`config.mk`:
```
export PLATFORM = sky130hd
export DESIGN_NAME = priority_ready_queue_unit
export DESIGN_NICKNAME = d
export VERILOG_FILES = /design/src/hw/rtl/prq_pkg.sv /design/src/hw/rtl/prq_ram.sv /design/src/hw/rtl/prq_ctrl.sv /design/src/hw/rtl/prq_dp.sv /design/src/hw/rtl/priority_ready_queue_unit.sv
export VERILOG_INCLUDE_DIRS = /design/src /design/src/hw/rtl
export SDC_FILE = /design/constraint.sdc
export NUM_CORES = 1
export LEC_CHECK = 0
export BUFFER_PORTS_ARGS = -buffer_cell sky130_fd_sc_hd__buf_2
export CAP_MARGIN = 10
export CORE_MARGIN = 2
export CORE_UTILIZATION = 64
export CTS_BUF_LIST = sky130_fd_sc_hd__clkbuf_8
export CTS_CLUSTER_DIAMETER = 100
export DETAILED_ROUTE_END_ITERATION = 10
export GPL_ROUTABILITY_DRIVEN = 1
export PLACE_DENSITY = 0.78
export RECOVER_POWER = 100
export SYNTH_ARGS = -nofsm -noshare
export SYNTH_HDL_FRONTEND = slang
export SYNTH_HIERARCHICAL = 1
export SYNTH_SLANG_ARGS = --single-unit
```
`constraint.sdc`:
```
create_clock -name clk_i -period 6.2 [get_ports clk_i]
set_input_delay 0.93 -clock clk_i [delete_from_list [all_inputs] [get_ports clk_i]]
set_output_delay 0.93 -clock clk_i [all_outputs]
set_load 0.005 [all_outputs]
```
`src/hw/rtl/priority_ready_queue_unit_assert.svh`:
```
// Assertion macros for the priority ready queue unit.
`ifndef PRIORITY_READY_QUEUE_UNIT_ASSERT_SVH
`define PRIORITY_READY_QUEUE_UNIT_ASSERT_SVH

// Same-cycle implication, sampled on clk_i, off during reset.
`define PRQ_ASSERT_NOW(label, ante, cons) \
  label: assert property (@(posedge clk_i) disable iff (!rst_ni) (ante) |-> (cons)) \
    else $error("priority ready queue assertion failed");

// Next-cycle implication, sampled on clk_i, off during reset.
`define PRQ_ASSERT_NEXT(label, ante, cons) \
  label: assert property (@(posedge clk_i) disable iff (!rst_ni) (ante) |=> (cons)) \
    else $error("priority ready queue assertion failed");

`endif

```
`src/hw/rtl/prq_pkg.sv`:
```
// Types and codes shared by the priority ready queue modules.
package prq_pkg;

  localparam logic OP_ENQ = 1'b0;
  localparam logic OP_DEQ = 1'b1;

  localparam logic [1:0] STATUS_OK    = 2'd0;
  localparam logic [1:0] STATUS_EMPTY = 2'd1;
  localparam logic [1:0] STATUS_FULL  = 2'd2;

  typedef struct packed {
    logic       opcode;
    logic [7:0] proc_id;
    logic [7:0] prio;
  } req_t;

  typedef struct packed {
    logic [7:0] out_id;
    logic [7:0] out_prio;
    logic [1:0] status;
    logic [4:0] occupancy;
  } res_t;

  typedef struct packed {
    logic [7:0] id;
    logic [7:0] prio;
  } entry_t;

  // Commands from the controller to the datapath.
  typedef struct packed {
    logic       latch_req;
    logic       rd_head;
    logic       rd_below;
    logic       wr_new;
    logic       wr_shift;
    logic       k_load;
    logic       k_dec;
    logic       head_inc;
    logic       count_inc;
    logic       count_dec;
    logic       emit;
    logic       emit_head;
    logic [1:0] status;
  } cmd_t;

  // Status from the datapath to the controller.
  typedef struct packed {
    logic empty;
    logic full;
    logic k_zero;
    logic stop;
  } sts_t;

endpackage

```
`src/hw/rtl/prq_ram.sv`:
```
// Generic single-write, single-read RAM with registered read data.
module prq_ram #(
  parameter int WIDTH = 16,
  parameter int DEPTH = 16
) (
  input  logic                     clk_i,
  input  logic                     wr_en_i,
  input  logic [$clog2(DEPTH)-1:0] wr_addr_i,
  input  logic [WIDTH-1:0]         wr_data_i,
  input  logic                     rd_en_i,
  input  logic [$clog2(DEPTH)-1:0] rd_addr_i,
  output logic [WIDTH-1:0]         rd_data_o
);

  logic [WIDTH-1:0] mem_q [DEPTH];

  // Write port
  always_ff @(posedge clk_i) begin
    if (wr_en_i) begin
      mem_q[wr_addr_i] <= wr_data_i;
    end
  end

  // Registered read port
  always_ff @(posedge clk_i) begin
    if (rd_en_i) begin
      rd_data_o <= mem_q[rd_addr_i];
    end
  end

endmodule

```
`src/hw/rtl/prq_ctrl.sv`:
```
// Controller state machine for the priority ready queue.
module prq_ctrl (
  input  logic          clk_i,
  input  logic          rst_ni,
  input  logic          start,
  input  logic          opcode_i,
  input  prq_pkg::sts_t sts_i,
  output prq_pkg::cmd_t cmd_o,
  output logic          busy
);

  localparam logic [1:0] StIdle  = 2'd0;
  localparam logic [1:0] StDeq   = 2'd1;
  localparam logic [1:0] StShift = 2'd2;

  logic [1:0] state_q, state_d;

  // Decode commands and next state
  always_comb begin
    cmd_o   = '0;
    state_d = state_q;
    unique case (state_q)
      StIdle: begin
        if (start) begin
          cmd_o.latch_req = 1'b1;
          if (opcode_i == prq_pkg::OP_DEQ) begin
            if (sts_i.empty) begin
              cmd_o.emit   = 1'b1;
              cmd_o.status = prq_pkg::STATUS_EMPTY;
            end else begin
              cmd_o.rd_head = 1'b1;
              state_d       = StDeq;
            end
          end else begin
            if (sts_i.full) begin
              cmd_o.emit   = 1'b1;
              cmd_o.status = prq_pkg::STATUS_FULL;
            end else begin
              cmd_o.k_load   = 1'b1;
              cmd_o.rd_below = 1'b1;
              state_d        = StShift;
            end
          end
        end
      end
      StDeq: begin
        cmd_o.emit      = 1'b1;
        cmd_o.emit_head = 1'b1;
        cmd_o.status    = prq_pkg::STATUS_OK;
        cmd_o.head_inc  = 1'b1;
        cmd_o.count_dec = 1'b1;
        state_d         = StIdle;
      end
      StShift: begin
        // Place the new entry at the bottom or above an equal or higher priority slot
        priority if (sts_i.k_zero || sts_i.stop) begin
          cmd_o.wr_new    = 1'b1;
          cmd_o.count_inc = 1'b1;
          cmd_o.emit      = 1'b1;
          cmd_o.status    = prq_pkg::STATUS_OK;
          state_d         = StIdle;
        end else begin
          cmd_o.wr_shift = 1'b1;
          cmd_o.k_dec    = 1'b1;
          cmd_o.rd_below = 1'b1;
        end
      end
      default: begin
        state_d = StIdle;
      end
    endcase
  end

  assign busy = (state_q != StIdle);

  // State register
  always_ff @(posedge clk_i or negedge rst_ni) begin
    if (!rst_ni) begin
      state_q <= StIdle;
    end else begin
      state_q <= state_d;
    end
  end

endmodule

```
`src/hw/rtl/prq_dp.sv`:
```
// Datapath for the priority ready queue: circular entry store, pointers, result.
module prq_dp #(
  parameter int QUEUE_DEPTH = 16
) (
  input  logic          clk_i,
  input  logic          rst_ni,
  input  prq_pkg::req_t req_i,
  input  prq_pkg::cmd_t cmd_i,
  output prq_pkg::sts_t sts_o,
  output prq_pkg::res_t res_o,
  output logic          res_valid_o
);

  localparam int AW = $clog2(QUEUE_DEPTH);
  localparam int CW = $clog2(QUEUE_DEPTH + 1);
  localparam logic [AW:0]   DepthW    = (AW+1)'(QUEUE_DEPTH);
  localparam logic [AW-1:0] HeadLast  = AW'(QUEUE_DEPTH - 1);
  localparam logic [CW-1:0] DepthCnt  = CW'(QUEUE_DEPTH);

  logic [AW-1:0]   head_q, head_d;
  logic [CW-1:0]   count_q, count_d;
  logic [AW-1:0]   k_q, k_d;
  prq_pkg::req_t   req_q;
  prq_pkg::res_t   res_q, res_d;
  logic            res_valid_q;

  logic [AW-1:0]   rd_idx;
  logic [AW-1:0]   rd_addr;
  logic            rd_en;
  logic [AW-1:0]   wr_addr;
  logic            wr_en;
  prq_pkg::entry_t wr_entry;
  prq_pkg::entry_t rd_entry;
  logic [15:0]     rd_raw;
  logic [CW+4:0]   occ_wide;

  // Map a queue position to a physical slot behind the head
  function automatic logic [AW-1:0] to_phys(input logic [AW-1:0] head,
                                            input logic [AW-1:0] idx);
    logic [AW:0] sum;
    sum = {1'b0, head} + {1'b0, idx};
    if (sum >= DepthW) begin
      sum = sum - DepthW;
    end
    return sum[AW-1:0];
  endfunction

  // Load or step back the shift position
  always_comb begin
    k_d = k_q;
    if (cmd_i.k_load) begin
      k_d = count_q[AW-1:0];
    end else if (cmd_i.k_dec) begin
      k_d = k_q - AW'(1);
    end
  end

  // Read the head, or the slot just below the shift position
  assign rd_idx  = cmd_i.rd_head ? '0 : (k_d - AW'(1));
  assign rd_en   = cmd_i.rd_head || (cmd_i.rd_below && (k_d != '0));
  assign rd_addr = to_phys(head_q, rd_idx);

  // Write the new entry or move the entry below up by one
  assign rd_entry = prq_pkg::entry_t'(rd_raw);
  assign wr_en    = cmd_i.wr_new || cmd_i.wr_shift;
  assign wr_addr  = to_phys(head_q, k_q);
  always_comb begin
    if (cmd_i.wr_new) begin
      wr_entry.id   = req_q.proc_id;
      wr_entry.prio = req_q.prio;
    end else begin
      wr_entry = rd_entry;
    end
  end

  prq_ram #(
    .WIDTH ($bits(prq_pkg::entry_t)),
    .DEPTH (QUEUE_DEPTH)
  ) u_ram (
    .clk_i     (clk_i),
    .wr_en_i   (wr_en),
    .wr_addr_i (wr_addr),
    .wr_data_i (wr_entry),
    .rd_en_i   (rd_en),
    .rd_addr_i (rd_addr),
    .rd_data_o (rd_raw)
  );

  // Update head and count
  always_comb begin
    head_d  = head_q;
    count_d = count_q;
    if (cmd_i.head_inc) begin
      head_d = (head_q == HeadLast) ? '0 : (head_q + AW'(1));
    end
    if (cmd_i.count_inc) begin
      count_d = count_q + CW'(1);
    end else if (cmd_i.count_dec) begin
      count_d = count_q - CW'(1);
    end
  end

  // Build the result
  assign occ_wide = {5'b0, count_d};
  always_comb begin
    res_d.out_id    = cmd_i.emit_head ? rd_entry.id : '0;
    res_d.out_prio  = cmd_i.emit_head ? rd_entry.prio : '0;
    res_d.status    = cmd_i.status;
    res_d.occupancy = occ_wide[4:0];
  end

  assign sts_o.empty  = (count_q == '0);
  assign sts_o.full   = (count_q == DepthCnt);
  assign sts_o.k_zero = (k_q == '0);
  assign sts_o.stop   = (rd_entry.prio >= req_q.prio);

  // Control registers
  always_ff @(posedge clk_i or negedge rst_ni) begin
    if (!rst_ni) begin
      head_q      <= '0;
      count_q     <= '0;
      k_q         <= '0;
      res_valid_q <= 1'b0;
    end else begin
      head_q      <= head_d;
      count_q     <= count_d;
      k_q         <= k_d;
      res_valid_q <= cmd_i.emit;
    end
  end

  // Payload registers
  always_ff @(posedge clk_i) begin
    if (cmd_i.latch_req) begin
      req_q <= req_i;
    end
    if (cmd_i.emit) begin
      res_q <= res_d;
    end
  end

  assign res_o       = res_q;
  assign res_valid_o = res_valid_q;

endmodule

```
`src/hw/rtl/priority_ready_queue_unit.sv`:
```
// Top level of the priority ready queue unit.
// A request is taken at a clock edge where start is high and busy is low.
// Opcode enqueue inserts proc_id/prio behind every stored entry of equal or
// higher priority; opcode dequeue removes the head and returns it.
// Each request gives one result on res_o, marked by res_valid_o for exactly
// one cycle; the receiver cannot stall it and must take it in that cycle.
// Sequence from the accepting edge to the edge that takes the result:
//   dequeue on empty, enqueue on full: answered from idle, busy never rises.
//   dequeue: the head is read from the entry RAM (registered), then returned while busy.
//   enqueue: busy during the insertion walk over the stored entries of lower
//   priority; the walk moves one entry per cycle through the single-port-read,
//   single-port-write entry RAM.
// A new request may be taken in the cycle its predecessor's result is shown.
// Entries live in a circular RAM behind a head pointer; only slots below the
// count are read, so the RAM needs no clearing. Reset empties the queue at
// once and drops any request in progress.
`include "priority_ready_queue_unit_assert.svh"

module priority_ready_queue_unit #(
  parameter int QUEUE_DEPTH = 16
) (
  input  logic          clk_i,
  input  logic          rst_ni,
  input  logic          start,
  output logic          busy,
  input  prq_pkg::req_t req_i,
  output logic          res_valid_o,
  output prq_pkg::res_t res_o
);

  localparam logic [4:0] FullOcc = 5'(QUEUE_DEPTH);

  prq_pkg::cmd_t cmd;
  prq_pkg::sts_t sts;
  logic          accept;

  assign accept = start && !busy;

  prq_ctrl u_ctrl (
    .clk_i    (clk_i),
    .rst_ni   (rst_ni),
    .start    (start),
    .opcode_i (req_i.opcode),
    .sts_i    (sts),
    .cmd_o    (cmd),
    .busy     (busy)
  );

  prq_dp #(
    .QUEUE_DEPTH (QUEUE_DEPTH)
  ) u_dp (
    .clk_i       (clk_i),
    .rst_ni      (rst_ni),
    .req_i       (req_i),
    .cmd_i       (cmd),
    .sts_o       (sts),
    .res_o       (res_o),
    .res_valid_o (res_valid_o)
  );

  // An accepted request either keeps the unit busy or answers at once
  `PRQ_ASSERT_NEXT(a_accept_progress, accept, busy || res_valid_o)
  // A full report carries the full count and no entry
  `PRQ_ASSERT_NOW(a_full_result, res_valid_o && (res_o.status == prq_pkg::STATUS_FULL),
                  (res_o.occupancy == FullOcc) && (res_o.out_id == '0))
  // An empty report carries a zero count and no entry
  `PRQ_ASSERT_NOW(a_empty_result, res_valid_o && (res_o.status == prq_pkg::STATUS_EMPTY),
                  (res_o.occupancy == '0) && (res_o.out_prio == '0))
  // A busy controller never issues a request latch
  `PRQ_ASSERT_NOW(a_no_latch_busy, busy, !cmd.latch_req)

endmodule

```
=== After elaboration in Yosys (flattened, before gate mapping) ===
Memories as Yosys holds them, arrays and structs flattened. A register that Yosys moved wholly into a read port is not among the register bits.
Cells that the tools add are included.

* Bits in registers: 55
* Memory bits (writable): 256
* Output and inout bits: 25
* Logic and storage cells: 83
* Memories: 1

{| class="wikitable"
|+ Memories
! memory !! depth !! width !! rd ports !! clocked after memory_dff !! write ports !! RTL line !! RTL
|-
| u_dp.u_ram.mem_q || 16 || 16 || 1 || 1 || 1 || prq_ram.sv:15 || <nowiki>logic [WIDTH-1:0] mem_q [DEPTH];</nowiki>
|}

* $add $sub $neg: 9
* $lt $le $gt $ge: 3
* Equal/unequal tests: 8
* Muxes and demuxes: 40
* Reductions and logical operators: 11

{| class="wikitable"
|+ Operator list
! operator !! number
|-
| $mux W4 || 6
|-
| $mux W1 || 18
|-
| $mux W2 || 9
|-
| $mux W16 || 1
|-
| $sub A4 B1 Y4 const B || 4
|-
| $add A4 B4 Y5 || 2
|-
| $ge A5 B5 Y1 const B || 2
|-
| $mux W5 || 2
|-
| $ge A8 B8 Y1 || 1
|-
| $ne A3 B3 Y1 const B || 2
|-
| $add A5 B1 Y5 const B || 1
|-
| $eq A5 B5 Y1 const B || 1
|-
| $logic_not A5 Y1 || 1
|-
| $sub A5 B1 Y5 const B || 1
|-
| $add A4 B1 Y4 const B || 1
|-
| $eq A4 B4 Y1 const B || 1
|-
| $logic_not A4 Y1 || 1
|-
| $pmux W2 S2 || 1
|-
| $reduce_and A4 Y1 || 1
|-
| $reduce_bool A4 Y1 || 1
|-
| $logic_or A1 B1 Y1 || 3
|-
| $mux W3 || 1
|-
| $pmux W1 S3 || 1
|-
| $eq A2 B1 Y1 const B || 1
|-
| 8 further kinds || 8
|}

=== Logic depth before layout (Yosys ltp) ===
Gate-level depths: netlist of the first run.

* Word-level depth: 11
* Mapped depth: 23
* Gate-level depth less buffers: 21

=== Modules after synthesis ===
Netlist of the first run, hierarchy kept.

{| class="wikitable"
|+ By module, submodules not included
! module !! times used !! cells an instance !! area each (µm²) !! seq. area each (µm²)
|-
| prq_ram || 1 || 432 || 10202.3 || 8167.8
|-
| prq_dp || 1 || 208 || 2721.4 || 1521.5
|-
| prq_ctrl || 1 || 27 || 237.7 || 50.0
|}

=== Least setup slack after synthesis of the first run ===
No wires, ideal clock.

* Path kind: input port to flip-flop
* From: input start
* To: register u_dp.u_ram.rd_data_o[10], read port of u_dp.u_ram.mem_q, data pin
* Data arrival time: 4.579 ns
* Path slack: 1.489 ns
* Stages on the path: 17
* Buffers on the path: 3
* Cells stage by stage: or3b_1 -> buf_6 -> nor3_1 -> or2b_1 -> o31ai_2 -> ha_1 -> nor2_1 -> ha_1 -> a21o_1 -> a21oi_1 -> xor2_1 -> xnor2_1 -> nor2b_1 -> clkbuf_1 -> clkbuf_1 -> a22oi_1 -> nand2_1

{| class="wikitable"
|+ RTL lines
! what !! RTL line !! RTL
|-
| start: declaration || priority_ready_queue_unit.sv:24 || <nowiki>input logic start,</nowiki>
|-
| end: declaration || prq_ram.sv:12 || <nowiki>output logic [WIDTH-1:0] rd_data_o</nowiki>
|}

==> results of run 1 <==
==> per-stage QoR <==
step | cell area [µm²] | hold WS (ps) | worst slack, ps | std cells | util [%]
after floorplan | 13200 | 463 | 1490 | 667 | -
after global placement | 13800 | 498 | 982 | 976 | 68.2
after detailed placement | 13800 | 515 | 783 | 976 | 68.2
after CTS | 14700 | 259 | 748 | 1071 | 72.7
after global routing | 14600 | 506 | 202 | 1072 | 71.9
final | 14600 | 468 | 592 | 1072 | 71.9
==> state kept, by name (all words and copies together) (netlist names) <==
signal and count:
u_dp/u_ram/mem_q 256, u_dp/res_o 23, u_dp/req_q 16, u_dp/u_ram/rd_data_o 16, u_dp/count_q 5, u_dp/head_q 4, u_dp/k_q 4, u_ctrl/state_q 2
u_dp/res_valid_o 1
==> cell usage in the layout, fill, tap and decap left out, types with 3 or more instances in the layout <==
cell type  count
xnor2_1        7
nand3_1        3
mux2_1        15
buf_2         30
a21oi_1        7
xor2_1         8
dfrtp_1       16
clkinv_2       4
nand2b_1       5
o21ai_0       10
nor2b_1        4
a22oi_1       32
clkbuf_1      33
nand3b_1       3
mux4_2        54
buf_12         3
buf_4          4
clkbuf_8      52
nor2_1        22
and2_1         7
nor3_1         8
mux4_1        10
inv_1         37
clkinv_1      19
nand2_1       27
and2_0        10
edfxtp_1     311
ha_1          19
or2b_1         3
==> final timing paths <==
path / start / endpoint / slack (ps) / cells after the start
worst min-delay path: rst_ni / u_dp/k_q[3]$_DFF_PN0_ / 470 / 1
worst max-delay path: u_dp/req_q[0]$_DFFE_PP_ / u_dp/u_ram/rd_data_o[15]$_DFFE_PP_ / 590 / 20
max in group asynchronous: rst_ni / u_dp/count_q[2]$_DFF_PN0_ / 5150 / 1
worst max register to register: u_dp/req_q[0]$_DFFE_PP_ / u_dp/u_ram/rd_data_o[15]$_DFFE_PP_ / 590 / 20
worst min register to register: u_ctrl/state_q[0]$_DFFE_PN0P_ / u_ctrl/state_q[1]$_DFFE_PN0P_ / 530 / 1
min in group clk_i: req_i[13] / u_dp/req_q[13]$_DFFE_PP_ / 520 / 1
==> layout make-up <==
cell class	instances	area share [%]
clock buffer	52	4.92
clock inverter	43	1.25
inverter	21	0.550
multi-input combinational	289	21.6
sequential	327	66.9
tap	270	2.32
timing repair buffer	70	2.50
==> routing by layer <==
metal	vias to the layer above	GRT usage, %
li1	2884	-
met1	3374	36.2
met2	319	41.2
met3	48	5.15
met4	0	8.08
met5	-	0
==> kinds of logic (layout without fill, tap and decap cells) <==
group	Yosys count	count (layout)	share of synthesized area [%]
adder cells (fa/ha/maj)	22	22	2.21
AND/OR/NAND/NOR	112	112	4.86
XOR/XNOR	15	15	0.998
multiplexers	81	81	12.7
flip-flops	327	327	74.0
buffers and inverters	51	186	1.98
AO/OA/AOI/OAI	59	59	3.25
==> summary by stage, run 1 <==
Finish
In the final layout, the share of cells above drive strength 1 is 20.4%. For this run, the post-layout net count is 803. Fill cells in the final layout number 1,220. The multi-input combinational cells in the finished layout cover a total of 3140 µm².

The area growth from synthesis to layout is 10.6%. Summing all flip-flop and latch instances after layout gives 9740 µm². The number of antenna diodes in the final layout is 0.

Worst setup path
The kind of end point of the critical path is a flop. Along the worst path, the maximum fanout reaches 16. Data arrives at the worst endpoint at 6040 ps. On the critical path, the stage with the largest delay is an instance of and2_1.

The critical path goes through ha_1, nand2b_1, a21oi_1, nor2b_1, o21ai_0, a21oi_1, o41a_1, nor3_1, nor2b_1, o31ai_1, ha_1, nor2_1, ha_1, a21o_1, a21oi_1, xor2_1, xnor2_1, and2_1, a22oi_1, nand2_1. The sum of buffers and inverters on the critical path is 0. In this design, the stage delay of the slowest critical-path cell is 740 ps. Data on the critical path is required at its endpoint by 6640 ps. The startpoint type of the worst setup path is a flop. Grouping stages by cell kind, the critical path spends the most delay in simple AND/OR/NAND/NOR gates. The critical path in this run is classified as reg2reg.

Timing
Setup violations remaining at the end of the flow were counted as 0. The number of pins exceeding their max-slew limit in the final report is 0. The hold violation total from the final report is 0. Adding up every negative setup slack in the final design gives 0 ps. The measured slew at the worst slew-check pin is 1430 ps. The worst path needs 5610 ps of the cycle, external delays included. Setup repair after global routing left no endpoint under its margin.

The worst path uses 90.4% of the clock period. The clock arrives with between 20 and 30 ps of skew. Measured against its own limit, the worst slew margin works out to under 10%. For this run, the top clock speed supported by timing is approximately 180 MHz.

Die
The core region is between 20,000 and 25,000 µm². The number of top-level pins is 45. Once the floorplan was initialized, standard cells occupied 65.0% of the core. The number of rows created at floorplan is 52. In this run the horizontal extent of the chip is 147 µm. The height of the die is 147 µm. The die area is 21,700 µm².

Route
In the routed layout, each cell is associated on average with a via count of approximately 6.2. In the routed design, unresolved DRC markers number 0. In this run the top signal layer used is met4.

For this block, the initial DRC count from the detailed router was 780. For this block, the routed nets add up to approximately 27 mm of wire. The first-pass detailed-route iteration total is 5. The length of routed wiring on met1 is 10.7 mm.

Summed over all nets, wire length on met3 after detailed routing comes to around 2.3 mm. The total vias in the final route is between 6,000 and 7,000. In the final routed layout, each cell accounts on average for 24.7 µm. The count of nets left with antenna violations once routing finished came out at 0.

The total met2 wirelength after detailed routing is 13.0 mm.

Synthesis
The count of warnings emitted by yosys is 6. The async set-or-reset flop fraction in the synthesized netlist is 4.89%. The number of synthesized register bits is 327.

The synthesized area per cell is a little under 20 µm². In the synthesized netlist, the cells that appear most often are 311 x edfxtp_1, 54 x mux4_2, 32 x a22oi_1. The synthesized design contains between 300 and 400 enable-type register cells. The gate count of the mapped netlist is 667. The synthesized net count is between 700 and 800. Summed over its instances, the top area cell type makes up 71.0% of the synthesized netlist area. The post-synthesis cell type count is 55. The mapped netlist covers 13,200 µm². In the post-synthesis netlist, the cell with the most instances is edfxtp_1. The top flip-flop cell by instance count after synthesis is edfxtp_1. Ranked by total cell area, the synthesized netlist is headed by edfxtp_1 71%, mux4_2 9.2%, dfrtp_1 3.0%, mux4_1 2.0%, ha_1 1.9%. Summed over all instances, the cell type with the most area after synthesis is edfxtp_1. The sequential-to-total area share from yosys stat is 74.0%.

Flow run
The tool flagged a number of max-cap violations equal to 0.

Run status
The flow ran to the end, and the final reports show no timing, DRC or antenna violations.

CTS
Counting the buffers created by CTS gives 52. The clock edge transition at the registers on the reported setup and hold paths is 60 ps. The buffer type at the clock tree root is clkbuf_8. The hold buffer count at CTS is 0. TritonCTS built the clock tree. The clock passes through at most 3 buffers. Clock tree synthesis found a total of 327 sinks.

In this run the post-CTS setup repair buffer count came out at 0. The number of levels in the clock H-tree is 2. At the later pin of the worst-skew pair, clock insertion delay measures 590 ps. After clock tree synthesis, the repair step resized 0 gates.

GRT
For this run, the total global-route usage over all layers was measured as 25.5%. Global routing finished with a remaining overflow of 0. Entering global routing, the biggest net connects 41 pins. The initial antenna violation count is 0. The number of global-route vias before repair came to 6,958. The first global-routing pass estimated 40.7 mm of wire.

Place
The half-perimeter wire length after detailed placement is 16.4 mm. During placement, the flow inserted port buffers numbering 44. The congestion estimate from routability-driven global placement came to about 0.84.

Hold path
The class of the tightest hold or removal check is in2async.
Power of run 1 is not shown: default switching activity piles up to over one toggle a cycle in this logic, so the estimate is an artifact.
==> run 2: changes to the inputs <==
- ABC_AREA: not set -> 1
==> run 2 against run 1 <==
  * The flow now finishes with violations (capacitance limit, slew limit)
  * Clock skew is 7.3 ps lower
  * Critical path depth increased by 2
  * Die area rose by 10%
==> summary by stage, run 2 <==
Die
The core area is 22,500 µm² (+11%). The number of rows created at floorplan is 55 (+5.8%). The initial cell density of the core is 64.7% (-0.30 points). The height of the die is 155 µm (+5.1%).

The width of the die is 155 µm (+5.1%). The die area was 24,000 µm² (+10%). The number of top-level pins is 45 (unchanged).

CTS
The hold buffer count at CTS is 0 (unchanged). The clock latency reported for the late side of the worst-skew pair is 570 ps (-20 ps). The number of levels in the clock H-tree is 2 (unchanged). The number of buffers added for setup after CTS is 0 (unchanged). The maximum buffer depth of the clock tree is 3 (unchanged). The sink count of the clock tree is 327 (unchanged). The TritonCTS buffer count is 52 (unchanged). The buffer type at the clock tree root is clkbuf_8.

TritonCTS built the clock tree. The clock edge transition at the registers on the reported setup and hold paths is 60 ps (about the same). The total of cells resized after clock tree synthesis came to 0 (unchanged).

Run status
The flow ran to the end, but the final reports show violations. The final reports fail on capacitance limit, slew limit.

Hold path
In this run the worst hold path is classified as in2async.

Place
The half-perimeter wire length after detailed placement is 20.2 mm (+24%). The weighted congestion reported at the end of routability-driven placement is 0.901 (+7.0%). The count of input and output buffers is 44 (unchanged).

Route
The total vias in the final route came to 10,103 (+52%). The average wire per standard cell came to 19.0 µm (-23%). The count of nets left with antenna violations after detail routing is 0 (unchanged). The post-detailed-routing wire length is 34.1 mm (+29%). The number of remaining DRC errors is 0 (unchanged). The per-cell via count in the routed design is 5.63 (-9.0%). The first-pass detailed-route iteration total is 5 (unchanged). The number of DRC violations after detailed-routing iteration 0 is 1,185 (+52%).

Synthesis
The gate count of the mapped netlist is 1,408 (+110%). The share of the synthesized area in compound gates (AO/OA/AOI/OAI) came to 1.00% (-2.2 points). The area share of and/or/nand/nor cells after synthesis is 20.5% (+16 points). The cell area after synthesis was 14,600 µm² (+11%). The main combinational cell family by area after synthesis is simple AND/OR/NAND/NOR gates. The async set-or-reset flop fraction in the synthesized netlist was 4.89% (unchanged). The largest area contributor in the synthesized netlist is edfxtp_1. The xor and xnor area share after synthesis is 0.541% (-0.46 points). The number of synthesized register bits is 327 (unchanged). The top flip-flop cell by instance count after synthesis is edfxtp_1. The count of warnings emitted by yosys came to 6 (unchanged). The synthesized net count is 1,450 (+100%). The most common cell in the synthesized netlist is nand2_1.

By count the netlist is led by 436 x nand2_1, 311 x edfxtp_1, 254 x inv_1. The area share of the largest cell type after synthesis is 64.1% (-6.9 points). Ranked by total cell area, the synthesized netlist is headed by edfxtp_1 64%, nand2_1 11%, nand3_1 7.2%, inv_1 6.5%, dfrtp_1 2.7%. The fraction of synthesized area in multiplexers is 0% (-13 points).

The post-synthesis cell type count is 32 (-42%). The number of enable flip-flop cells after synthesis is 311 (unchanged). The share of synthesized cell area in full adder, half adder and majority cells is 1.99% (-0.21 points). The sequential-to-total area share from yosys stat came to 66.8% (-7.1 points). The synthesized area per cell is 10.3 µm² (-48%).

Flow run
The number of max-cap violations is 4 (+4).

Finish
The layout cell share with drive strength beyond 1 is 7.74% (-13 points). The flip-flop count of the largest register after layout came to 256 (unchanged). In the layout the commonest cells are 438 x nand2_1, 311 x edfxtp_1, 272 x inv_1. The leading cell type in the layout, fill and taps excluded is nand2_1. The area growth from synthesis to layout is 8.82%. The antenna diode count came to 0 (unchanged). The final layout net count is 1,519 (+89%).

The number of fillers in the final layout is 1,637 (+34%). Counting flops per register, the top entry is u_dp/u_ram/mem_q.

Worst setup path
The startpoint identified for the worst register-to-register timing path is u_dp/u_ram/rd_data_o[5]$_DFFE_PP_. Among the stages of the critical path, the cell type that occurs most often is nand2_1. The cell at the slowest stage of the critical path is inv_1. The worst register-to-register path ends at u_dp/u_ram/rd_data_o[9]$_DFFE_PP_.

Walking the worst path, the cells encountered are ha_1, nand2_1, nor2_1, nand4_1, o2111ai_1, nor2_1, nand3_1, inv_1, o21ai_0, nand2_1, nand2_1, ha_1, or2_2, a21oi_1, ha_1, xor2_4, clkbuf_2, inv_1, buf_4, nand3_1, nand3_1, nand2_1. The kind of end point of the critical path is a flop. The largest stage delay on the critical path is 720 ps (-20 ps). The data required time of the worst path is 6510 ps (-130 ps).

The depth of the worst register-to-register path is 22 (+10%). The critical-path maximum fanout is 33 (+17). The critical path is of the reg2reg type. The register-to-register setup slack is 800 ps (+210 ps).

The endpoint arrival time on the critical path is 5710 ps (-330 ps). STA classifies the critical path startpoint as a flop.

GRT
The combined global-route utilization of all metal layers came to 28.7% (+3.2 points). The wire length of the first global-routing pass was 52.1 mm (+28%). The total overflow reported by the global router is 0 (unchanged). The maximum number of pins on one net before global-route repair was 77 (+88%). The initial antenna violation count is 0 (unchanged).

The number of global-route vias before repair is 9,862 (+42%).

Timing
The clock period minus worst slack is 5400 ps (-210 ps). The hold violation total from the final report is 0 (unchanged). The measured slew at the worst slew-check pin is 2010 ps (+574 ps). The ratio of final minimum period to clock period was 87.1% (-3.4 points). The peak clock frequency supported by timing is 185 MHz (+3.9%). The final setup violation count is 0 (unchanged). The tightest slew margin relative to the limit is -34.3% (-38 points). Setup repair after global routing left no endpoint under its margin. The number of pins exceeding their max-slew limit in the final report is 68 (+68).

The setup skew after layout was 18.6 ps (-7.26 ps). The accumulated negative setup slack is 0 ps (unchanged).
[run 2: cell types whose count changed in the layout (fill, tap and decap cells not counted), moves of 15 or more]
cell	delta
inv_1	+235
mux4_2	-54
nand3_1	+208
a22oi_1	-32
nand2_1	+411
mux2_1	-15
[run 2: cell families after synthesis]
logic type / Yosys count
compound gates: 27
simple gates: 704
buf+inv: 319
xor+xnor: 9
fa+ha+maj: 22
flops: 327
[run 2: layout make-up]
cell class / instances / area, µm² / area share (%)
inverter: 259 / 972 / 6.13
clock buffer: 55 / 757 / 4.77
timing repair buffer: 75 / 352 / 2.22
tap: 285 / 357 / 2.25
sequential: 327 / 9740 / 61.4
clock inverter: 33 / 166 / 1.05
multi-input combinational: 762 / 3510 / 22.1
[run 2: critical path: cells and delay by family, from the launching register on]
kind                     cells  cell delay (ps)
AND/OR/NAND/NOR             11             1310
buffers and inverters        4             1890
AO/OA/AOI/OAI                3              400
flip-flops                   1              490
adder cells (fa/ha/maj)      3              870
XOR/XNOR                     1              170
[run 2: through the flow]
step | utilization, % | setup WS (ps) | hold slack [ps] | std cells | cell area [µm²]
floorplan | - | 2220 | 504 | 1408 | 14600
CTS | 71.3 | 1300 | 286 | 1796 | 16000
finish | 70.5 | 802 | 504 | 1796 | 15900
global route | 70.5 | 530 | 520 | 1796 | 15900
global placement | 67.2 | 1450 | 534 | 1708 | 15100
detailed placement | 67.2 | 1410 | 534 | 1708 | 15100
[run 2: per-layer routing]
metal	wire length [µm]	track usage, %	share of wire (%)	vias to the layer above
met3	3210	4.96	9.4	128
li1	-	-	-	4680
met2	15600	45.0	46	571
met5	0	0	0	-
met1	13700	38.9	40	4724
met4	1590	15.9	4.6	0
[run 2: worst max path at each step]
| stage | to | slack (ps) | startpoint |
|---|---|---|---|
| 2_1_floorplan | u_dp/u_ram/rd_data_o[10]$_DFFE_PP_ | 2220 | u_dp/u_ram/rd_data_o[3]$_DFFE_PP_ |
| 3_3_place_gp | u_dp/u_ram/rd_data_o[7]$_DFFE_PP_ | 1450 | u_dp/u_ram/rd_data_o[1]$_DFFE_PP_ |
| 3_5_place_dp | u_dp/u_ram/rd_data_o[14]$_DFFE_PP_ | 1410 | u_dp/u_ram/rd_data_o[3]$_DFFE_PP_ |
| 4_1_cts | u_dp/u_ram/rd_data_o[7]$_DFFE_PP_ | 1300 | u_dp/u_ram/rd_data_o[3]$_DFFE_PP_ |
| 5_1_grt | u_dp/u_ram/rd_data_o[10]$_DFFE_PP_ | 530 | u_dp/u_ram/rd_data_o[3]$_DFFE_PP_ |
| 6_report | u_dp/u_ram/rd_data_o[9]$_DFFE_PP_ | 800 | u_dp/u_ram/rd_data_o[5]$_DFFE_PP_ |
Power of run 2 is left out for the same reason.
